[src/rtl/tdds_pkg.sv]
package tdds_pkg;

   localparam int CELL_X_BITS = 8;
   localparam int CELL_Y_BITS = 8;
   localparam int MAX_WIDTH   = 256;
   localparam int MAX_HEIGHT  = 256;
   localparam int ADDR_BITS   = CELL_X_BITS + CELL_Y_BITS;
   localparam int DIM_BITS    = 9;
   localparam int CSR_BITS    = 17;

   typedef logic [1:0] op_type;
   localparam op_type OP_WRITE  = 2'd0;
   localparam op_type OP_READ   = 2'd1;
   localparam op_type OP_RUN    = 2'd2;
   localparam op_type OP_UNUSED = 2'd3;

   typedef logic [2:0] csr_index_type;
   localparam csr_index_type CSR_GRID_WIDTH  = 3'd0;
   localparam csr_index_type CSR_GRID_HEIGHT = 3'd1;
   localparam csr_index_type CSR_DIFF_GAIN   = 3'd2;
   localparam csr_index_type CSR_DECAY       = 3'd3;
   localparam csr_index_type CSR_TRAIL_LIMIT = 3'd4;
   localparam csr_index_type CSR_PASS_COUNT  = 3'd5;

   typedef struct packed {
      op_type                  op;
      logic [CELL_X_BITS-1:0] cell_x;
      logic [CELL_Y_BITS-1:0] cell_y;
      logic [15:0]             trail_in;
      logic                    wall_in;
   } req_type;

   typedef struct packed {
      logic [15:0] trail_out;
      logic        wall_out;
   } rsp_type;

   typedef struct packed {
      logic mul1;
      logic mul2;
      logic mul3;
   } math_ctl_type;

endpackage

[src/rtl/tdds_cell_math.sv]
module tdds_cell_math (
   input  logic                clock,
   input  tdds_pkg::math_ctl_type ctl,
   input  logic [15:0]         center,
   input  logic [17:0]         nsum,
   input  logic [15:0]         gain,
   input  logic [16:0]         decay,
   input  logic [15:0]         limit,
   output logic [15:0]         result
);
   import tdds_pkg::*;

   logic signed [18:0] lap;
   logic signed [35:0] kprod;
   logic signed [35:0] s_ff;
   logic               pos_ff;
   logic [34:0]        plo_ff;
   logic [33:0]        phi_ff;
   logic [52:0]        prod;
   logic [52:0]        rnd;
   logic [20:0]        r;

   assign lap   = $signed({1'b0, nsum}) - $signed({1'b0, center, 2'b00});
   assign kprod = $signed({1'b0, gain}) * lap;

   always_ff @(posedge clock) begin
      if (ctl.mul1) begin
         s_ff <= $signed({4'b0, center, 16'b0}) + kprod;
      end
      if (ctl.mul2) begin
         pos_ff <= !s_ff[35] && (s_ff != 36'sd0);
         plo_ff <= s_ff[17:0] * decay;
      end
      if (ctl.mul3) begin
         phi_ff <= s_ff[34:18] * decay;
      end
   end

   assign prod = {1'b0, phi_ff, 18'b0} + {18'b0, plo_ff};
   assign rnd  = prod + (53'd1 << 31);
   assign r    = rnd[52:32];

   always_comb begin
      if (!pos_ff) begin
         result = 16'd0;
      end else if (r > {5'b0, limit}) begin
         result = limit;
      end else begin
         result = r[15:0];
      end
   end

endmodule

[config.mk]
export PLATFORM = sky130hd
export DESIGN_NAME = tdds_cell_math
export DESIGN_NICKNAME = d
export VERILOG_FILES = /design/src/rtl/tdds_pkg.sv /design/src/rtl/tdds_cell_math.sv
export SDC_FILE = /design/constraint.sdc
export NUM_CORES = 2
export LEC_CHECK = 0
export ABC_AREA = 1
export CAP_MARGIN = 20
export CORE_MARGIN = 3
export CORE_UTILIZATION = 40
export DETAILED_ROUTE_END_ITERATION = 10
export DONT_BUFFER_PORTS = 1
export SETUP_SLACK_MARGIN = 0.15
export SLEW_MARGIN = 20
export SYNTH_ARGS = -nofsm -noshare
export SYNTH_HDL_FRONTEND = slang
export SYNTH_SLANG_ARGS = --single-unit
[constraint.sdc]
create_clock -name clock -period 8.55 [get_ports clock]
set_input_delay 0 -clock clock [delete_from_list [all_inputs] [get_ports clock]]
set_output_delay 0 -clock clock [all_outputs]
set_load 0.01 [all_outputs]
==> results_dict.tcl <==
set metrics [dict create \
    cap_viol_max_count 0 \
    hold_ws_ps 170.1 \
    drv_slew 0 \
    ant_nets 0 \
    post-dp-hpwl_um 80400 \
    syn_area_um2 37970 \
    grt_pass1_vias 30760 \
    relSlewSlack_pct 33.36 \
    status "finished, final reports clean" \
    r2r_start "s_ff[25]" \
    required_ps 8690 \
    hold_path_depth 5 \
    clock-sinks 88 \
    wirelength_um 96710 \
    clk_latency_ps 380 \
    vias 28625 \
    critPathCaptureType "flop" \
    worstRegToRegCells 22 \
    min_period_over_period_pct 84.41 \
    synth_cell_type_count 52 \
    met3_usage_pct 3.390 \
    nets 5899 \
    grt_max_degree 37 \
    die_x_um 314.1 \
    multiInputGateArea_um2 29490 \
    regArea_um2 2643 \
    layout_common_cells "inv_1, nand2_1, fa_1" \
    coreArea_um2 93750 \
    drc 0 \
    r2r_setup_slack_ps 2170 \
    tritoncts "built" \
    rsz0062_at_grt "no" \
    grt_use_total_pct 20.42 \
    period_minus_slack_ps 7217 \
    max_slew.worst_pin.slew_ps 999.6 \
    first_iter_violations 1738 \
    r2r_end "phi_ff[27]" \
    use_met1_pct 26.87 \
    ys_warn_count 0 \
    stdcell_count 5892 \
    crit_type "input port to flop" \
    clockBufferDepth 2 \
    tns_ps 0 \
    crit_path_start_kind "input port" \
    die_area_um2 98670 \
    htreeDepth 3 \
    drt-pass1-iter-count 6 \
    io_pins 103 \
    slowest_delay_ps 730 \
    top_usage_layer "met2" \
    viasPerCell 4.858 \
    grt_pass1_wl_um 161100 \
    numCtsBuffers 9 \
    start_util_pct 40.50 \
    drive_gt1_share_pct 1.768 \
    placedCellCount 5861 \
    final-hold-violation-count 0 \
    fin_worst_skew_ps 11.13 \
    post_cts_buffers 0 \
    layout_commonest_cell "inv_1" \
    setup.worst_path.end "s_ff[35]" \
    synth-seq-cells 88 \
    asyncSetResetFlopFracSynth_pct 0 \
    core.rowCount 112 \
    synthCells 4768 \
    die_y_um 314.1 \
    path_clk_slew_ps 70 \
    grt_overflow_total 0 \
    synth_edf_count 88 \
    fmax_mhz 138.6 \
    cp_max_fo 12 \
    worstHoldPathType "input port to flop" \
    ys_seq_area_share_pct 6.959 \
    numPortBuffers 0 \
    fill_cells 9560 \
    syn_nets 6034 \
    crit_slowest_cell "nor2_1" \
    worst_slack_ps 1333 \
    crit_path_start "center[3]" \
    cts-root-buf "clkbuf_16" \
    place_ws_ps 862.1 \
    cp.arrival_ps 7350 \
    syn_area_per_cell_um2 7.964 \
    area_growth_pct 3.904 \
    cp_common_cell "nand2_1" \
    gp_congestion 0.9054 \
    gr-usage-met2_pct 35.11 \
    wire_per_inst_um 16.41 \
    synth_ff_type "edfxtp_1" \
    setup_viol 0 \
    antenna_found_initial 0 \
]
## registers in the layout, summed over array words and instances, names as in the netlist
name    flops
plo_ff     17
phi_ff     34
pos_ff      1
s_ff       36
## logic make-up after synthesis
group | count (synthesis) | share of synthesized area (%)
AND/OR/NAND/NOR | 1572 | 16.47
XOR/XNOR | 99 | 2.372
flip-flops | 88 | 6.959
adder cells (fa/ha/maj) | 1179 | 54.55
buffers and inverters | 1547 | 15.38
AO/OA/AOI/OAI | 283 | 4.270
## per-layer routing
layer  wire length, um  up-vias
met5                 0        -
li1                  -    13530
met4              1884        0
met1             42540    14262
met2             46420      734
met3              5861       99
## what timing repair did
| item | in CTS | in global routing |
|---|---|---|
| hold buffers | 15 | 0 |
| endpoints found under the hold margin | 94 | 0 |
| gates resized for setup | 0 | 0 |
## cell type report
class                   instances  share of cell area, %
clock inverters                 6                 0.2315
flip-flops and latches         88                  6.698
diodes                          1               0.006342
multi-input cells            3133                  74.74
well taps                    1254                  3.977
inverters                    1370                  13.04
clock buffers                   9                 0.5708
repair buffers                 31                 0.7357
## Yosys cell counts (11+ instances only)
library cell	n	area, um2
a31oi_1	12	75.07
o21ai_0	66	330.3
nand4_1	22	137.6
ha_1	385	4817
nand3_1	64	320.3
inv_1	1356	5090
nor2_2	11	68.82
nand2_1	1096	4114
a21o_1	18	135.1
a21oi_1	131	655.6
or2_2	16	100.1
buf_1	32	120.1
nor2_1	307	1152
xor2_1	63	551.8
nor3_1	21	105.1
nor4_1	19	118.9
edfxtp_1	88	2643
xnor2_1	33	289.0
clkbuf_1	137	514.2
fa_1	794	15900
## critical path, delay by kind of cell
kind                     cells  cell delay [ps]
AO/OA/AOI/OAI                6             1370
buffers and inverters        5              690
adder cells (fa/ha/maj)      7             3400
AND/OR/NAND/NOR             13             1910
## through the flow
| stage | utilization, % | instance area, um2 |
|---|---|---|
| finish | 42.09 | 39460 |
| global route | 42.08 | 39450 |
| CTS | 42.08 | 39450 |
| detailed placement | 41.56 | 38970 |
| global placement | 41.56 | 38970 |
| floorplan | - | 37970 |
## worst min-delay path by stage
stage / start / endpoint
2_1_floorplan: ctl[0] / phi_ff[0]
3_3_place_gp: ctl[1] / plo_ff[23]
3_5_place_dp: ctl[1] / plo_ff[23]
4_1_cts: decay[0] / phi_ff[2]
5_1_grt: decay[0] / phi_ff[2]
6_report: decay[0] / phi_ff[2]
Power is not shown: default switching activity piles up to over one toggle a cycle in this logic, so the estimate is an artifact.
